### config.mk
export PLATFORM = sky130hd
export DESIGN_NAME = url_percent_decoder_core
export DESIGN_NICKNAME = d
export VERILOG_FILES = /design/src/hw/rtl/urlpd_pkg.sv /design/src/hw/rtl/urlpd_front.sv /design/src/hw/rtl/urlpd_queue.sv /design/src/hw/rtl/urlpd_back.sv /design/src/hw/rtl/url_percent_decoder_core.sv
export SDC_FILE = /design/constraint.sdc
export NUM_CORES = 1
export LEC_CHECK = 0
export ABC_AREA = 1
export BUFFER_PORTS_ARGS = -buffer_cell sky130_fd_sc_hd__buf_2
export CAP_MARGIN = 20
export CORE_ASPECT_RATIO = 0.9
export CORE_MARGIN = 5
export CORE_UTILIZATION = 50
export CTS_CLUSTER_DIAMETER = 150
export DETAILED_ROUTE_END_ITERATION = 10
export HOLD_SLACK_MARGIN = 0.08
export MAX_ROUTING_LAYER = met4
export PLACE_DENSITY = 0.68
export SLEW_MARGIN = 10
export SYNTH_ARGS = -nofsm -noshare
export SYNTH_HDL_FRONTEND = slang
export SYNTH_SLANG_ARGS = --single-unit
### constraint.sdc
create_clock -name clk -period 3.33 [get_ports clk]
set_clock_uncertainty 0.05 [all_clocks]
set_input_delay 0.1665 -clock clk [delete_from_list [all_inputs] [get_ports clk]]
set_output_delay 0.1665 -clock clk [all_outputs]
set_load 0.005 [all_outputs]
### src/hw/rtl/urlpd_pkg.sv
// ----------------------------------------------------------------------------
// urlpd_pkg
// Shared types, constants and hex helpers for the url percent decoder.
// ----------------------------------------------------------------------------
package urlpd_pkg;

	// escape introducer
	localparam logic [7:0] PCT_CHAR = 8'h25;

	// hex radix as a shift: value = first * 16 + second
	localparam int HEX_SHIFT = 4;

	// most bytes one item can produce
	localparam int MAX_BYTES = 3;
	localparam int CNT_W = $clog2(MAX_BYTES + 1);
	localparam int IDX_W = $clog2(MAX_BYTES);

	// default depth of the queue between front and back
	localparam int QUEUE_DEPTH = 2;

	// escape phase, one-hot
	typedef enum logic [2:0] {
		PH_IDLE  = 3'b001,
		PH_PCT   = 3'b010,
		PH_DIGIT = 3'b100
	} phase_t;

	// decoded bytes of one input item
	typedef struct packed {
		logic [MAX_BYTES-1:0][7:0] bytes;
		logic [CNT_W-1:0]          cnt;
		logic                      last;
	} bundle_t;

	// queue status seen by the back part
	typedef struct packed {
		logic    valid;
		bundle_t head;
	} q_head_t;

	// true for 0-9, a-f, A-F
	function automatic logic is_hex(input logic [7:0] b);
		logic dig;
		logic alpha;
		dig   = (b >= 8'h30) && (b <= 8'h39);
		alpha = ((b >= 8'h61) && (b <= 8'h66)) || ((b >= 8'h41) && (b <= 8'h46));
		return dig || alpha;
	endfunction

	// nibble value of a hex digit, zero for anything else
	function automatic logic [3:0] hex_val(input logic [7:0] b);
		logic [3:0] v;
		if ((b >= 8'h30) && (b <= 8'h39)) begin
			v = b[3:0];
		end else if (is_hex(b)) begin
			v = b[3:0] + 4'd9;
		end else begin
			v = 4'd0;
		end
		return v;
	endfunction

endpackage

### src/hw/rtl/urlpd_front.sv
// ----------------------------------------------------------------------------
// urlpd_front
// Accepts encoded bytes, tracks the escape phase and turns each item into a
// bundle of zero to three decoded bytes for the queue.
// ----------------------------------------------------------------------------
module urlpd_front import urlpd_pkg::*; (
	input  logic       clk,
	input  logic       arst_n,
	input  logic       accept,
	input  logic [7:0] in_byte,
	input  logic       in_last,
	output logic       push,
	output bundle_t    push_data
);

	phase_t     phase_q;
	logic [7:0] held_q;
	phase_t     phase_d;
	logic [7:0] held_d;

	// decode one item against the current phase
	always_comb begin
		logic             fresh;
		logic             cur_hex;
		logic [CNT_W-1:0] n;
		fresh   = 1'b1;
		cur_hex = is_hex(in_byte);
		n       = '0;
		phase_d = phase_q;
		held_d  = held_q;
		push_data = '0;

		unique case (phase_q)
			PH_DIGIT: begin
				if (cur_hex) begin
					push_data.bytes[n[IDX_W-1:0]] = {hex_val(held_q), hex_val(in_byte)};
					n = n + 1'b1;
					fresh = 1'b0;
				end else begin
					push_data.bytes[n[IDX_W-1:0]] = PCT_CHAR;
					n = n + 1'b1;
					push_data.bytes[n[IDX_W-1:0]] = held_q;
					n = n + 1'b1;
				end
				phase_d = PH_IDLE;
			end
			PH_PCT: begin
				if (cur_hex) begin
					held_d  = in_byte;
					phase_d = PH_DIGIT;
					fresh   = 1'b0;
				end else begin
					push_data.bytes[n[IDX_W-1:0]] = PCT_CHAR;
					n = n + 1'b1;
					phase_d = PH_IDLE;
				end
			end
			PH_IDLE: begin
				phase_d = PH_IDLE;
			end
			default: begin
				phase_d = PH_IDLE;
			end
		endcase

		// byte handled on its own
		if (fresh) begin
			if (in_byte == PCT_CHAR) begin
				phase_d = PH_PCT;
			end else begin
				push_data.bytes[n[IDX_W-1:0]] = in_byte;
				n = n + 1'b1;
			end
		end

		// end of string flushes a pending escape
		if (in_last) begin
			if (phase_d == PH_PCT) begin
				push_data.bytes[n[IDX_W-1:0]] = PCT_CHAR;
				n = n + 1'b1;
			end else if (phase_d == PH_DIGIT) begin
				push_data.bytes[n[IDX_W-1:0]] = PCT_CHAR;
				n = n + 1'b1;
				push_data.bytes[n[IDX_W-1:0]] = held_d;
				n = n + 1'b1;
			end
			phase_d = PH_IDLE;
		end

		push_data.cnt  = n;
		push_data.last = in_last;
	end

	// empty bundles are dropped
	assign push = accept && (push_data.cnt != '0);

	// escape state
	always_ff @(posedge clk or negedge arst_n) begin
		if (!arst_n) begin
			phase_q <= PH_IDLE;
			held_q  <= '0;
		end else if (accept) begin
			phase_q <= phase_d;
			held_q  <= held_d;
		end
	end

endmodule

### src/hw/rtl/urlpd_queue.sv
// ----------------------------------------------------------------------------
// urlpd_queue
// Small register queue of decoded bundles between front and back.
// ----------------------------------------------------------------------------
module urlpd_queue import urlpd_pkg::*; #(
	parameter int Depth = QUEUE_DEPTH
) (
	input  logic    clk,
	input  logic    arst_n,
	input  logic    push,
	input  bundle_t push_data,
	input  logic    pop,
	output logic    full,
	output q_head_t status
);

	localparam int PTR_W = (Depth > 1) ? $clog2(Depth) : 1;
	localparam int CNT_W_Q = $clog2(Depth + 1);
	localparam logic [PTR_W-1:0] LAST_PTR = PTR_W'(Depth - 1);
	localparam logic [CNT_W_Q-1:0] FULL_CNT = CNT_W_Q'(Depth);

	bundle_t            mem_q [Depth];
	logic [PTR_W-1:0]   wr_ptr_q;
	logic [PTR_W-1:0]   rd_ptr_q;
	logic [CNT_W_Q-1:0] count_q;

	assign full         = (count_q == FULL_CNT);
	assign status.valid = (count_q != '0);
	assign status.head  = mem_q[rd_ptr_q];

	// storage
	always_ff @(posedge clk) begin
		if (push) begin
			mem_q[wr_ptr_q] <= push_data;
		end
	end

	// pointers and fill count
	always_ff @(posedge clk or negedge arst_n) begin
		if (!arst_n) begin
			wr_ptr_q <= '0;
			rd_ptr_q <= '0;
			count_q  <= '0;
		end else begin
			if (push) begin
				wr_ptr_q <= (wr_ptr_q == LAST_PTR) ? '0 : wr_ptr_q + 1'b1;
			end
			if (pop) begin
				rd_ptr_q <= (rd_ptr_q == LAST_PTR) ? '0 : rd_ptr_q + 1'b1;
			end
			if (push && !pop) begin
				count_q <= count_q + 1'b1;
			end else if (pop && !push) begin
				count_q <= count_q - 1'b1;
			end
		end
	end

endmodule

### src/hw/rtl/urlpd_back.sv
// ----------------------------------------------------------------------------
// urlpd_back
// Walks the head bundle one byte per cycle, when not stalled, into the output
// register and marks the string end on the final byte of a closing bundle.
// ----------------------------------------------------------------------------
module urlpd_back import urlpd_pkg::*; (
	input  logic       clk,
	input  logic       arst_n,
	input  q_head_t    status,
	output logic       pop,
	input  logic       out_stall,
	output logic       out_valid,
	output logic [7:0] out_byte,
	output logic       out_last
);

	logic [IDX_W-1:0] idx_q;
	logic             out_valid_q;
	logic [7:0]       out_byte_q;
	logic             out_last_q;
	logic             load;
	logic             final_byte;

	// load when the output register is free or being taken
	assign load       = status.valid && (!out_valid_q || !out_stall);
	assign final_byte = (CNT_W'(idx_q) == status.head.cnt - 1'b1);
	assign pop        = load && final_byte;

	// byte index within the head bundle
	always_ff @(posedge clk or negedge arst_n) begin
		if (!arst_n) begin
			idx_q       <= '0;
			out_valid_q <= 1'b0;
		end else begin
			if (load) begin
				idx_q <= final_byte ? '0 : idx_q + 1'b1;
			end
			if (load) begin
				out_valid_q <= 1'b1;
			end else if (!out_stall) begin
				out_valid_q <= 1'b0;
			end
		end
	end

	// output payload
	always_ff @(posedge clk) begin
		if (load) begin
			out_byte_q <= status.head.bytes[idx_q];
			out_last_q <= status.head.last && final_byte;
		end
	end

	assign out_valid = out_valid_q;
	assign out_byte  = out_byte_q;
	assign out_last  = out_last_q;

endmodule

### src/hw/rtl/url_percent_decoder_core.sv
// ----------------------------------------------------------------------------
// url_percent_decoder_core
// Streaming url percent decoder: one encoded byte in, zero to three bytes out.
// ----------------------------------------------------------------------------
// The block takes one encoded byte per cycle while its queue is not full. The
// front decodes each item in the cycle it is accepted and pushes its zero to
// three result bytes as one bundle into a short queue (QueueDepth bundles);
// the back, unless stalled, sends one byte per cycle from the queue head
// through a registered output. Sustained rate is one item per cycle while each
// item gives at most one byte and the output does not stall; the bytes of one
// item leave one after another, and the input stalls only when the queue is
// full. A final item always gives at least one byte, and its last byte carries
// out_last. Items that give no bytes (a pending escape) are absorbed.
// ----------------------------------------------------------------------------
module url_percent_decoder_core import urlpd_pkg::*; #(
	parameter int QueueDepth = QUEUE_DEPTH
) (
	input  logic       clk,
	input  logic       arst_n,
	input  logic       in_valid,
	output logic       in_stall,
	input  logic [7:0] in_byte,
	input  logic       in_last,
	output logic       out_valid,
	input  logic       out_stall,
	output logic [7:0] out_byte,
	output logic       out_last
);

	logic    accept;
	logic    push;
	bundle_t push_data;
	logic    pop;
	logic    q_full;
	q_head_t q_status;

	assign in_stall = q_full;
	assign accept   = in_valid && !q_full;

	// front: escape tracking and decode
	urlpd_front u_front (
		.clk       (clk),
		.arst_n    (arst_n),
		.accept    (accept),
		.in_byte   (in_byte),
		.in_last   (in_last),
		.push      (push),
		.push_data (push_data)
	);

	// bundle queue
	urlpd_queue #(
		.Depth (QueueDepth)
	) u_queue (
		.clk       (clk),
		.arst_n    (arst_n),
		.push      (push),
		.push_data (push_data),
		.pop       (pop),
		.full      (q_full),
		.status    (q_status)
	);

	// back: byte serializer and output register
	urlpd_back u_back (
		.clk       (clk),
		.arst_n    (arst_n),
		.status    (q_status),
		.pop       (pop),
		.out_stall (out_stall),
		.out_valid (out_valid),
		.out_byte  (out_byte),
		.out_last  (out_last)
	);

endmodule

* After elaboration in Yosys (flattened, before gate mapping)
Memories as Yosys holds them, arrays and structs flattened.
Index checks and enable logic that the tools add are counted.
** Storage, ports and cells
- Register bits after elaboration :: 27
- Memory bits (writable) :: 54
- Memories :: 1
** Cells by class
- Add/subtract/negate cells :: 11
- $lt $le $gt $ge :: 19
- Eq/ne operators :: 8
- Mux-type cells :: 49
- Bitwise logic cells :: 3
- Reduce and logical (&&, ||, !) cells :: 30
** Memories
- u_queue.mem_q :: words 2, width 27, rd ports 1, clocked after memory_dff 0, wr ports 1, line urlpd_queue.sv:22 : bundle_t mem_q [Depth];
** Operators with widths (count)
- 2-to-1 mux 24 bit :: 5
- 2-to-1 mux 8 bit :: 9
- bitwise mux 24 bit :: 2
- demux 8 bit (select 2 bit) :: 3
- >= comparator 8 x 7 -> 1 bit (second input constant) :: 4
- less-or-equal comparator 8 x 7 -> 1 bit (second input constant) :: 4
- 2-to-1 mux 2 bit :: 9
- binary-select mux 8 bit (select 2 bit) :: 1
- >= comparator 8 x 6 -> 1 bit (second input constant) :: 2
- less-or-equal comparator 8 x 6 -> 1 bit (second input constant) :: 2
- logical AND 1 bit :: 16
- case mux 8 bit (2 select lines) :: 1
- AND 15 bit :: 1
- 2-to-1 mux 3 bit :: 5
- inverter 15 bit :: 1
- less-than comparator 2 x 3 -> 1 bit (second input constant) :: 4
- 2-to-1 mux 4 bit :: 3
- adder 2 x 1 -> 2 bit (second input constant) :: 5
- 2-to-1 mux 1 bit :: 9
- bitwise OR 9 bit :: 1
- adder 4 bit (second input constant) :: 2
- == test 8 x 6 -> 1 bit (second input constant) :: 1
- == test 3 x 2 -> 1 bit (second input constant) :: 2
- == test 3 bit (second input constant) :: 2
- 12 further kinds :: 26

* Longest topological paths before layout
Gate-level depths: netlist (run 1).
- Word-level depth :: 20
- Mapped depth :: 24

* Cells and area by module
From an unflattened synthesis (run 1), not the netlist that was laid out.
** Unflattened totals
- Cell total of the unflattened synthesis :: 464
- Area total of the unflattened synthesis :: 4675.7 sq um
** By module, submodules not included
- urlpd_queue :: instances 1, cells an instance 109, area an instance 2254.7 sq um
- urlpd_front :: instances 1, cells an instance 278, area an instance 1745.4 sq um
- urlpd_back :: instances 1, cells an instance 75, area an instance 665.6 sq um
- url_percent_decoder_core :: instances 1, cells an instance 2, area an instance 10.0 sq um

* Least setup slack after synthesis (run 1)
No wires, ideal clock.
- Path kind :: input to register
- From :: in in_byte[1]
- To :: mem u_queue.mem_q[1][0] in the netlist's numbering, enable pin
- Setup time :: 0.411 ns
- Arrival :: 3.235 ns
- Path slack :: -0.366 ns
- Stages on the path :: 19
- Buffers on the path :: 0
- Cells stage by stage :: inv_1 ha_1 nand3b_1 nand3_4 nand2_8 nor2_4 inv_1 nand2_1 inv_1 ha_1 inv_1 nand2_1 nand3_2 ha_1 or2_1 nand2_2 nand2_2 nand2_2 nor2_1
** Between the ends
- Cells in the longest elaborated chain, start to end :: 18
** RTL lines
- from (decl) :: line url_percent_decoder_core.sv:22 : input logic [7:0] in_byte,
- >= comparator 8 x 7 -> 1 bit or less-or-equal comparator 8 x 7 -> 1 bit (tied branches) :: line urlpd_pkg.sv:46 : alpha = ((b >= 8'h61) && (b <= 8'h66)) || ((b >= 8'h41) && (b <= 8'h46));
- logical AND 1 bit :: line urlpd_pkg.sv:46
- logical OR 1 bit :: line urlpd_pkg.sv:46
- logical OR 1 bit :: line urlpd_pkg.sv:47 : return dig || alpha;
- 2-to-1 mux 1 bit or 2-to-1 mux 2 bit (tied branches) :: line urlpd_front.sv:35, urlpd_front.sv:48
- case mux 2 bit (2 select lines) :: line urlpd_front.sv:33 : unique case (phase_q)
- adder 2 x 1 -> 2 bit :: line urlpd_front.sv:72 : n = n + 1'b1;
- 2-to-1 mux 2 bit :: line urlpd_front.sv:68 : if (in_byte == PCT_CHAR) begin
- [2 not listed]
- adder 2 x 1 -> 2 bit :: line urlpd_front.sv:85 : n = n + 1'b1;
- 2-to-1 mux 2 bit :: line urlpd_front.sv:81 : end else if (phase_d == PH_DIGIT) begin
- 2-to-1 mux 2 bit :: line urlpd_front.sv:78 : if (phase_d == PH_PCT) begin
- 2-to-1 mux 2 bit * :: line urlpd_front.sv:77 : if (in_last) begin
- nonzero test 2 bit * :: line urlpd_front.sv:95 : assign push = accept && (push_data.cnt != '0);
- logical AND 1 bit * :: line urlpd_front.sv:95
- 2-to-1 mux 1 bit * :: line urlpd_queue.sv:33 : if (push) begin
- 2-to-1 mux 1 bit (implied by the code) * :: line urlpd_queue.sv:34 : mem_q[wr_ptr_q] <= push_data;
- to (decl) :: line urlpd_queue.sv:22
Every way passes the cells marked *; elsewhere a longest branch is shown, timed or not.

* Final worst setup path (run 1)
- From :: reg u_front.phase_q[1]
- To :: reg u_queue.count_q[1]
** Between the ends
- Cells in the longest elaborated chain, start to end :: 15
** RTL lines
- from (decl) :: line urlpd_front.sv:16 : phase_t phase_q;
- from (signal assigned) :: line urlpd_front.sv:103 : phase_q <= phase_d;
- == test 3 x 2 -> 1 bit or == test 3 bit (tied branches) :: line urlpd_front.sv:33
- case mux 2 bit (2 select lines) :: line urlpd_front.sv:33
- adder 2 x 1 -> 2 bit :: line urlpd_front.sv:72
- 2-to-1 mux 2 bit :: line urlpd_front.sv:68
- 2-to-1 mux 2 bit :: line urlpd_front.sv:67 : if (fresh) begin
- adder 2 x 1 -> 2 bit :: line urlpd_front.sv:80, urlpd_front.sv:83
- adder 2 x 1 -> 2 bit :: line urlpd_front.sv:85
- 2-to-1 mux 2 bit :: line urlpd_front.sv:81
- 2-to-1 mux 2 bit :: line urlpd_front.sv:78
- 2-to-1 mux 2 bit * :: line urlpd_front.sv:77
- nonzero test 2 bit * :: line urlpd_front.sv:95
- logical AND 1 bit * :: line urlpd_front.sv:95
- net push :: line url_percent_decoder_core.sv:31 : logic push;
- logical NOT 1 bit :: line urlpd_queue.sv:53 : end else if (pop && !push) begin
- logical AND 1 bit :: line urlpd_queue.sv:53
- nonzero test 2 bit (no source line)
- to (signal assigned) :: line urlpd_queue.sv:52 : count_q <= count_q + 1'b1;
- to (signal assigned) :: line urlpd_queue.sv:54 : count_q <= count_q - 1'b1;
- to (decl) :: line urlpd_queue.sv:25 : logic [CNT_W_Q-1:0] count_q;
Mark *: on every way through the listed nets, which the timed path passes. The rest lies on a longest branch.
A chain may end at the register's enable or synchronous reset.

==> results of run 1 <==
## state kept, by name, indices dropped and copies added, names as in the netlist
signal / cells
u_back.out_byte: 8
u_front.held_q: 8
u_front.phase_q: 3
u_back.out_valid: 1
u_queue.rd_ptr_q: 1
u_back.idx_q: 2
u_queue.count_q: 2
u_queue.wr_ptr_q: 1
u_queue.mem_q: 54
u_back.out_last: 1
## Yosys cell counts (3+ instances only)
| library cell | n |
|---|---|
| nor2_1 | 49 |
| nand2_1 | 89 |
| nand3_2 | 3 |
| a21oi_1 | 16 |
| nand3_1 | 14 |
| o21ai_2 | 4 |
| dfrtp_1 | 17 |
| xor2_1 | 6 |
| o21ai_0 | 59 |
| nor2_4 | 3 |
| o21ai_1 | 12 |
| inv_1 | 46 |
| nand2_2 | 8 |
| nand2_4 | 3 |
| o221ai_1 | 3 |
| inv_2 | 11 |
| o22ai_1 | 12 |
| o2111ai_1 | 3 |
| clkbuf_1 | 7 |
| ha_1 | 16 |
| edfxtp_1 | 63 |
| nand3_4 | 3 |
## path summary, 6_finish.rpt
path	to	start	cells after the start	slack, ns
max in group asynchronous	u_front.phase_q[0]	arst_n	2	2.68
worst max-delay path	u_queue.count_q[1]	u_front.phase_q[1]	18	0.25
worst max register to register	u_queue.count_q[1]	u_front.phase_q[1]	18	0.25
worst min-delay path	u_queue.mem_q[0][0]	in_last	1	0.10
worst min register to register	u_queue.wr_ptr_q	u_queue.wr_ptr_q	2	0.43
min in group asynchronous	u_front.phase_q[1]	arst_n	2	0.23
## power breakdown
group / total [mW] / internal [mW] / switching (mW)
Sequential: 1.72 / 1.53 / 0.182
Combinational: 1.58 / 0.550 / 1.03
Clock: 0.722 / 0.353 / 0.369
## area by class of cell
| cell class | count | area share (%) |
|---|---|---|
| clock inverter | 7 | 1.536 |
| clock buffer | 9 | 2.452 |
| tap | 119 | 2.948 |
| sequential | 81 | 46.40 |
| multi-input combinational | 323 | 35.94 |
| inverter | 59 | 4.384 |
| timing repair buffer | 48 | 6.341 |
## cell usage in the layout (no fill, tap or decap), types with 12 or more instances in the layout
cell type   n
inv_1      46
nand2_1    89
o22ai_1    12
o21ai_1    13
ha_1       16
nor2_1     48
buf_2      23
nand3_1    13
buf_4      22
a21oi_1    16
o21ai_0    58
dfrtp_1    17
edfxtp_1   63
## repair_timing
action | in CTS | in global routing
hold buffers | 2 | 0
resized for setup | 0 | 2
setup endpoints to repair | 0 | 1
buffers inserted | 0 | 1
hold endpoints to repair | 19 | 0
## stage by stage
step                      setup slack [ns]  cells
after global routing               0.04107    646
final                               0.2471    646
after CTS                           0.1706    645
after global placement             0.06658    627
after floorplan                    0.08361    475
after detailed placement         -0.006195    627
## critical path: stages, from the launching register on
cell and delay [ns]:
dfrtp_1 0.44, nor3_4 0.28, nand2_1 0.12, nand2_1 0.10, inv_1 0.07, ha_1 0.27
inv_1 0.03, nand2_1 0.07, nand3_2 0.09, ha_1 0.28, or2_1 0.23, nand2_2 0.09
nand2_2 0.06, nand2_2 0.08, inv_1 0.05, ha_1 0.31, a21oi_1 0.12, o21ai_1 0.08
xor2_1 0.14
## kinds of logic (layout without fill, tap and decap cells)
logic type	Yosys count	count (layout)	share of synthesized area, %
and+or+nand+nor	183	183	19.96
AOI/OAI and AO/OA	116	116	14.66
DFF	81	81	52.79
buffers and inverters	71	123	6.483
adders and majority gates	16	16	4.510
xor gates and xnor gates	7	7	1.381
muxes	1	1	0.2255
## per-layer routing
metal	vias to the layer above	global-route usage, %	wire length, um
li1	1708	-	-
met1	1669	31.07	5048
met2	108	33.46	5216
met3	21	3.634	511
met4	0	7.958	312
met5	-	-	0
==> metrics.md, run 1 <==
| Metric | Value |
|---|---|
| Worst Setup End Kind | register |
| Slew Limit Fails | 0 |
| Initial antenna violation count | 0 |
| Fill cell count | 733 |
| Synth top area share | 42.62% |
| Global-route wire length before repair | 17.97 mm |
| Run status | finished clean |
| Vias in the first global route | 3399 |
| Tot GR Track Use | 22.42% |
| Root Driver | clkbuf_8 |
| Cell Pwr Density | 794.9 nW/um2 |
| Post-route cell area | 5051 um2 |
| CTS tree | done |
| CP required | 3.51 ns |
| Synth area leader | edfxtp_1 |
| Die Y | 99.39 um |
| Die ar. | 10870 um2 |
| Setup violators final | 0 |
| Setup TNS | 0 ns |
| Grt ovf | 0 |
| Vias per cell | 5.427 |
| Hold slack | 0.1037 ns |
| # clock sinks | 81 |
| Leak | 2.185 nW |
| Slew @ Worst Pin | 0.5642 ns |
| Final Hold Fails | 0 |
| CP Max Fanout | 3 |
| Clock latency at the later pin of the worst-skew pair | 0.34 ns |
| # diodes | 0 |
| Peak VDD IR | 0.4277 mV |
| CTS Buffer Depth | 2 |
| CP Launch Type | register |
| Yosys cell types | 44 |
| Layout Nets | 551 |
| Largest net degree at the start of global routing | 28 |
| Area Growth Syn to Fin | 13.78% |
| Number of I/O pins | 24 |
| Dominant synthesized flop cell | edfxtp_1 |
| Row count | 32 |
| Width of the die | 109.3 um |
| Arrival @ worst endpoint | 3.27 ns |
| Post-synth EDFFs | 63 |
| Layout cells sized above 1 | 19.92% |
| Detailed-route DRC error count | 0 |
| Async S/R FF share, synth | 22.22% |
| RePlAce Congestion | 0.9440 |
| Maxcap violations | 0 |
| Multi-input logic area | 1815 um2 |
| RSZ-0062 raised after global routing | no |
| Mean Syn Cell Area | 9.346 um2 |
| Fmax | 324.4 MHz |
| CTS Buf Count | 9 |
| Via count | 3506 |
| Yosys reg bits | 81 |
| Relative slew margins | 61.99% |
| Final period util | 92.58% |
| Core area | 8608 um2 |
| Initial Utilization | 51.57% |
| 1st-iter DRT viols | 248 |
| DP HPWL | 8.425 mm |
| PortBufs | 23 |
| # H-tree levels | 3 |
| Sequential standard cell area | 2344 um2 |
| Wire length per cell | 17.16 um |
| Post-Syn Nets | 504 |
| Post-synthesis sequential area ratio | 52.79% |
| Routed Antenna Nets | 0 |
| Placed inst area | 4817 um2 |
| Hold Path Class | input port to register |
| Setup CP Type | register to register |
| Utilization after layout | 58.68% |
| Cells after synthesis | 475 |
| Mapped Area | 4439 um2 |
| Synth area leaders | edfxtp_1, dfrtp_1, nand2_1 |
| Yosys warning count | 0 |
| DRT Pass-1 Iters | 5 |
| Clock slew seen by the registers of the worst setup and hold paths | 0.09 ns |
| Tmin final | 3.083 ns |
| DRT Wirelength | 11.09 mm |
| Total power draw | 4.015 mW |
Note: power is estimated with default switching activity, not from simulation.
==> run 2: changes to the inputs <==
--- a/config.mk
+++ b/config.mk
@@ -16,6 +16,7 @@
 export HOLD_SLACK_MARGIN = 0.08
 export MAX_ROUTING_LAYER = met4
 export PLACE_DENSITY = 0.68
+export REMOVE_ABC_BUFFERS = 1
 export SLEW_MARGIN = 10
 export SYNTH_ARGS = -nofsm -noshare
 export SYNTH_HDL_FRONTEND = slang
==> metrics.md, run 2 (synthesized netlist as in run 1, its figures left out) <==
| Metric | Value |
|---|---|
| Maxcap violations | 0 (unchanged) |
| Top Family by Delay on Critical Path | simple AND/OR/NAND/NOR gates |
| Pre-CTS WS | -0.07249 ns (-0.06629 ns) |
| Commonest non-fill, non-tap cell in the layout | nand2_1 |
| CP required | 3.52 ns (about the same) |
| Cell Pwr Density | 810.9 nW/um2 (+2.0%) |
| Number of I/O pins | 24 (unchanged) |
| Width of the die | 109.3 um (unchanged) |
| Critical path's slowest cell | dfrtp_1 |
| # diodes | 0 (unchanged) |
| Worst Setup End Kind | register |
| Routed Antenna Nets | 0 (unchanged) |
| WL met1 | 5.266 mm (+4.3%) |
| Vias per cell | 5.346 (-1.5%) |
| Row count | 32 (unchanged) |
| Met2 WL | 5.297 mm (+1.6%) |
| DP HPWL | 8.365 mm (-0.71%) |
| CTS Buf Count | 9 (unchanged) |
| Largest register by flop count | u_queue.mem_q |
| Via count | 3464 (-1.2%) |
| Crit-path cells | nor3_4 -> buf_4 -> nand3_4 -> ha_1 -> inv_1 -> nand2_1 -> nand3_2 -> ha_1 -> or2_1 -> nand2_2 -> nand2_2 -> nand2_2 -> inv_1 -> ha_1 -> a21oi_1 -> o21ai_0 -> xor2_1 |
| Root Driver | clkbuf_8 |
| DRT Pass-1 Iters | 5 (unchanged) |
| # clock sinks | 81 (unchanged) |
| Run status | finished clean |
| Global-route wire length before repair | 17.82 mm (-0.81%) |
| PortBufs | 23 (unchanged) |
| Detailed-route DRC error count | 0 (unchanged) |
| Layout Nets | 553 (+0.36%) |
| Area Growth Syn to Fin | 14.91% |
| Slew Limit Fails | 0 (unchanged) |
| Initial Utilization | 51.57% (unchanged) |
| # H-tree levels | 3 (unchanged) |
| Clock latency at the later pin of the worst-skew pair | 0.36 ns (+0.02 ns) |
| Grt ovf | 0 (unchanged) |
| Final period util | 93.13% (+0.55 points) |
| Core area | 8608 um2 (unchanged) |
| Die ar. | 10870 um2 (unchanged) |
| Met3 WL | 529 um (+3.5%) |
| Setup TNS | 0 ns (unchanged) |
| Final Hold Fails | 0 (unchanged) |
| Initial antenna violation count | 0 (unchanged) |
| Layout cells sized above 1 | 20.04% (+0.11 points) |
| Hold Path Stages | 3 (+2) |
| Peak VDD IR | 0.5038 mV (+18%) |
| Max stage delay on crit path | 0.43 ns (about the same) |
| Hold Path Class | input port to register |
| Largest net degree at the start of global routing | 28 (unchanged) |
| Top sig layer | met4 |
| Relative slew margins | 57.85% (-4.1 points) |
| Setup CP Type | register to register |
| Crit path depth | 17 (-1) |
| CP Max Fanout | 7 (+4) |
| Arrival @ worst endpoint | 3.29 ns (+0.02 ns) |
| Most frequent cells in the layout | nand2_1, edfxtp_1, o21ai_0 |
| Vias in the first global route | 3241 (-4.6%) |
| RSZ-0062 raised after global routing | no |
| RePlAce Congestion | 0.9307 (-1.4%) |
| Fmax | 322.5 MHz (-0.59%) |
| Tot GR Track Use | 22.32% (-0.097 points) |
| CTS Buffer Depth | 2 (unchanged) |
| Clock slew seen by the registers of the worst setup and hold paths | 0.09 ns (about the same) |
| Leak | 2.213 nW (+1.3%) |
| Slew @ Worst Pin | 0.6299 ns (+0.06573 ns) |
| CP Buf/Inv Count | 3 (unchanged) |
| Max reg flops | 54 (unchanged) |
| Wire length per cell | 17.37 um (+1.2%) |
| CP Launch Type | register |
| 1st-iter DRT viols | 308 (+24%) |
| CTS tree | done |
| Tmin final | 3.101 ns (+0.01817 ns) |
| Setup violators final | 0 (unchanged) |
| DRT Wirelength | 11.26 mm (+1.5%) |
| Die Y | 99.39 um (unchanged) |
| PnR worst setup slack | 0.2289 ns (-0.01817 ns) |
| R2R cell count | 17 (-1) |
[run 2: cell count changes in the layout (fill, tap and decap cells not counted), sizes merged]
cell / previous run / this run
clkinv: 4 / 2
clkinvlp: 2 / 1
bufinv: 1 / 2
dlygate4sd3: 2 / 4
inv: 59 / 61
[run 2: what timing repair did]
item,CTS,global route
buffers inserted,0,1
hold buffers,4,0
endpoints found under the setup margin,0,1
gates resized for setup,0,1
hold endpoints to repair,23,0
[run 2: layout make-up]
type                    count  area, um2
clock buffers               9      123.9
clock inverters             7      107.6
fillers                   756       3507
inverters                  59      221.5
multi-input cells         323       1815
flip-flops and latches     81       2344
well taps                 119      148.9
repair buffers             50      340.3
[run 2: per-layer routing]
| metal | vias up | GRT usage [%] |
|---|---|---|
| li1 | 1712 | - |
| met1 | 1654 | 31.57 |
| met2 | 85 | 33.22 |
| met3 | 13 | 4.218 |
| met4 | 0 | 5.753 |
| met5 | - | - |
[run 2: stage by stage]
step	util (%)	area (um2)	hold WS (ns)	instances	power [mW]
floorplan	-	4373	-0.1791	463	2.709
global placement	55.96	4817	0.08685	627	3.281
detailed placement	55.96	4817	0.09402	627	3.324
CTS	59.11	5089	0.1661	647	4.157
global route	59.26	5101	0.1909	648	4.439
finish	59.26	5101	0.1739	648	4.137
[run 2: path summary, 6_finish.rpt]
check	slack, ns	startpoint	endpoint
worst max register to register	0.23	u_front.phase_q[1]	u_queue.count_q[1]
worst min-delay path	0.17	in_byte[4]	u_front.held_q[4]
worst max-delay path	0.23	u_front.phase_q[1]	u_queue.count_q[1]
max in group asynchronous	2.63	arst_n	u_front.phase_q[0]
min in group asynchronous	0.24	arst_n	u_back.idx_q[1]
worst min register to register	0.44	u_queue.wr_ptr_q	u_queue.wr_ptr_q
[run 2: power breakdown]
group / switching [mW] / internal [mW] / total (mW)
clock network: 0.395 / 0.438 / 0.833
registers: 0.153 / 1.53 / 1.69
logic: 1.06 / 0.559 / 1.62
total: 1.61 / 2.53 / 4.14
[run 2: worst register-to-register path: stages (launching register included)]
cell	delay (ns)
dfrtp_1	0.43
nor3_4	0.24
buf_4	0.16
nand3_4	0.12
ha_1	0.30
inv_1	0.03
nand2_1	0.06
nand3_2	0.08
ha_1	0.27
or2_1	0.23
nand2_2	0.09
nand2_2	0.07
nand2_2	0.09
inv_1	0.05
ha_1	0.31
a21oi_1	0.12
o21ai_0	0.12
xor2_1	0.16
==> run 3: changes to the inputs <==
--- a/config.mk
+++ b/config.mk
@@ -10,13 +10,14 @@
 export CAP_MARGIN = 20
 export CORE_ASPECT_RATIO = 0.9
 export CORE_MARGIN = 5
-export CORE_UTILIZATION = 50
+export CORE_UTILIZATION = 55
 export CTS_CLUSTER_DIAMETER = 150
 export DETAILED_ROUTE_END_ITERATION = 10
 export HOLD_SLACK_MARGIN = 0.08
 export MAX_ROUTING_LAYER = met4
-export PLACE_DENSITY = 0.68
+export PLACE_DENSITY = 0.74
 export REMOVE_ABC_BUFFERS = 1
+export SKIP_CTS_REPAIR_TIMING = 1
 export SLEW_MARGIN = 10
 export SYNTH_ARGS = -nofsm -noshare
 export SYNTH_HDL_FRONTEND = slang
==> metrics.md, run 3 (synthesized netlist as in run 1, its figures left out) <==
| Metric | Value |
|---|---|
| Reg2reg setup slack | 0.22 ns (about the same) |
| 1st-iter DRT viols | 268 (-13%) |
| WHS Endpoint | u_queue.mem_q[1][26] |
| Total power draw | 4.111 mW (-0.62%) |
| Fmax | 321.8 MHz (-0.21%) |
| Setup CP Type | register to register |
| CP required | 3.51 ns (about the same) |
| PnR worst setup slack | 0.2225 ns (-0.006389 ns) |
| Pre-CTS WS | -0.03959 ns (+0.03289 ns) |
| CTS Buffer Depth | 2 (unchanged) |
| Row count | 31 (-3.1%) |
| Setup TNS | 0 ns (unchanged) |
| Tmin final | 3.107 ns (+0.006389 ns) |
| DP HPWL | 8.188 mm (-2.1%) |
| Hold_sp | in_byte[7] |
| Setup violators final | 0 (unchanged) |
| Clock slew seen by the registers of the worst setup and hold paths | 0.09 ns (about the same) |
| Die ar. | 9971 um2 (-8.2%) |
| Largest register by flop count | u_queue.mem_q |
| Most frequent cells in the layout | nand2_1, edfxtp_1, o21ai_0 |
| Initial antenna violation count | 0 (unchanged) |
| Via count | 3530 (+1.9%) |
| Width of the die | 104.7 um (-4.2%) |
| Final Hold Fails | 0 (unchanged) |
| Vias per cell | 5.648 (+5.7%) |
| Post-route cell area | 5052 um2 (-0.96%) |
| Global-route wire length before repair | 17.76 mm (-0.35%) |
| Final period util | 93.32% (+0.19 points) |
| Crit-path cells | inv_1 -> nand3_2 -> nor2_4 -> inv_1 -> nand2_1 -> inv_1 -> ha_1 -> inv_1 -> nand2_1 -> nand3_2 -> ha_1 -> or2_1 -> nand2_2 -> nand2_2 -> nand2_2 -> inv_1 -> ha_1 -> a21oi_1 -> o21ai_0 -> xor2_1 |
| Critical path's slowest cell | dfrtp_1 |
| Net Sw Power | 1.589 mW (-1.1%) |
| # clock sinks | 81 (unchanged) |
| DRT Pass-1 Iters | 5 (unchanged) |
| Clock latency at the later pin of the worst-skew pair | 0.35 ns (about the same) |
| Clock Power Share | 20.1% (about the same) |
| Maxcap violations | 0 (unchanged) |
| Core area | 7951 um2 (-7.6%) |
| R2R cell count | 20 (+3) |
| Initial Utilization | 55.83% (+4.3 points) |
| Wire length per cell | 17.57 um (+1.1%) |
| # H-tree levels | 3 (unchanged) |
| Area Growth Syn to Fin | 13.81% |
| Routed Antenna Nets | 0 (unchanged) |
| Slew Limit Fails | 0 (unchanged) |
| Number of I/O pins | 24 (unchanged) |
| Comb pwr share | 38.9% (-0.2 points) |
| CP Max Fanout | 3 (-4) |
| Placed Cells | 605 (-3.5%) |
| Peak VDD IR | 0.3260 mV (-35%) |
| Hold Path Stages | 3 (unchanged) |
| Die Y | 95.23 um (-4.2%) |
| RePlAce Congestion | 1.010 (+8.5%) |
| Run status | finished clean |
| # diodes | 0 (unchanged) |
| RSZ-0062 raised after global routing | no |
| Slew @ Worst Pin | 0.5599 ns (-0.07001 ns) |
| PortBufs | 23 (unchanged) |
| Root Driver | clkbuf_8 |
| Hold Path Class | input port to register |
| Share of power burned in registers | 41.0% (+0.2 points) |
| CTS Buf Count | 9 (unchanged) |
| Leak | 2.202 nW (-0.46%) |
| Worst r2r dst | u_queue.count_q[1] |
| Vias in the first global route | 3323 (+2.5%) |
| Crit-path most repeated cell | inv_1 |
| Fin cells | 625 (-3.5%) |
| CP Buf/Inv Count | 5 (+2) |
| Largest net degree at the start of global routing | 28 (unchanged) |
| Detailed-route DRC error count | 0 (unchanged) |
| Max reg flops | 54 (unchanged) |
| Grt ovf | 0 (unchanged) |
| R2r startpoint | u_front.phase_q[2] |
| Worst Setup End Kind | register |
| Max stage delay on crit path | 0.37 ns (-0.06 ns) |
| DRT Wirelength | 10.98 mm (-2.5%) |
| Layout cells sized above 1 | 19.77% (-0.27 points) |
| Cell Pwr Density | 813.7 nW/um2 (+0.34%) |
| Arrival @ worst endpoint | 3.29 ns (about the same) |
| Top Family by Delay on Critical Path | simple AND/OR/NAND/NOR gates |
| Internal power | 2.522 mW (-0.34%) |
| CTS tree | done |
| Commonest non-fill, non-tap cell in the layout | nand2_1 |
| Tot GR Track Use | 23.57% (+1.2 points) |
| CP Launch Type | register |
| Switching part of the total | 38.65% (-0.17 points) |
| Relative slew margins | 62.53% (+4.7 points) |
| Placed inst area | 4777 um2 (-0.83%) |
| Layout Nets | 550 (-0.54%) |
-- run 3: changes by cell type in the layout (fill, tap and decap cells not counted) --
cell,before,now
dlygate4sd3_1,4,3
inv_6,2,1
clkinvlp_4,1,0
clkinv_4,0,2
buf_4,22,20
-- run 3: area by class of cell --
class	count	area, um2
fill	673	2899
sequential	81	2344
multi-input combinational	323	1815
timing repair buffer	47	315.3
inverter	59	221.5
clock buffer	9	123.9
tap	99	123.9
clock inverter	7	108.9
-- run 3: power groups by stage --
stage | registers (mW) | clock network (mW) | logic, mW
floorplan | 1.70 | 0 | 1.00
detailed placement | 1.70 | 0 | 1.60
finish | 1.68 | 0.826 | 1.60
global placement | 1.69 | 0 | 1.56
CTS | 1.68 | 0.842 | 1.60
global route | 1.71 | 0.887 | 1.83
-- run 3: how the worst max path moves through the flow --
stage / from / endpoint / slack, ns / depth (start not counted)
after global routing: u_front.phase_q[2] / u_queue.count_q[1] / 0.02 / 20
final: u_front.phase_q[2] / u_queue.count_q[1] / 0.22 / 20
after detailed placement: in_byte[1] / u_queue.count_q[1] / -0.04 / 24
after floorplan: in_byte[1] / u_queue.mem_q[1][0] / -0.37 / 19
after global placement: in_byte[1] / u_queue.count_q[1] / 0.08 / 24
after CTS: u_front.phase_q[1] / u_queue.count_q[1] / 0.18 / 18
-- run 3: tightest hold or removal path: cells and delay by family --
| kind | cells | cell delay [ns] |
|---|---|---|
| buf+inv | 2 | 0.16 |
| simple gates | 1 | 0.06 |
-- run 3: per-layer routing --
metal  vias up  part of all wire, %  GRT usage (%)
met5         -                    0              -
met4         0                  1.8          7.774
met3        18                  6.3          4.198
met2       114                   49          37.13
met1      1691                   43          31.40
li1       1707                    -              -
-- run 3: through the flow --
step	utilization (%)	hold slack, ns
4_1_cts	63.01	-0.2902
3_5_place_dp	60.08	0.09647
6_report	63.54	0.08963
2_1_floorplan	-	-0.1791
3_3_place_gp	60.08	0.08749
5_1_grt	63.54	0.09985
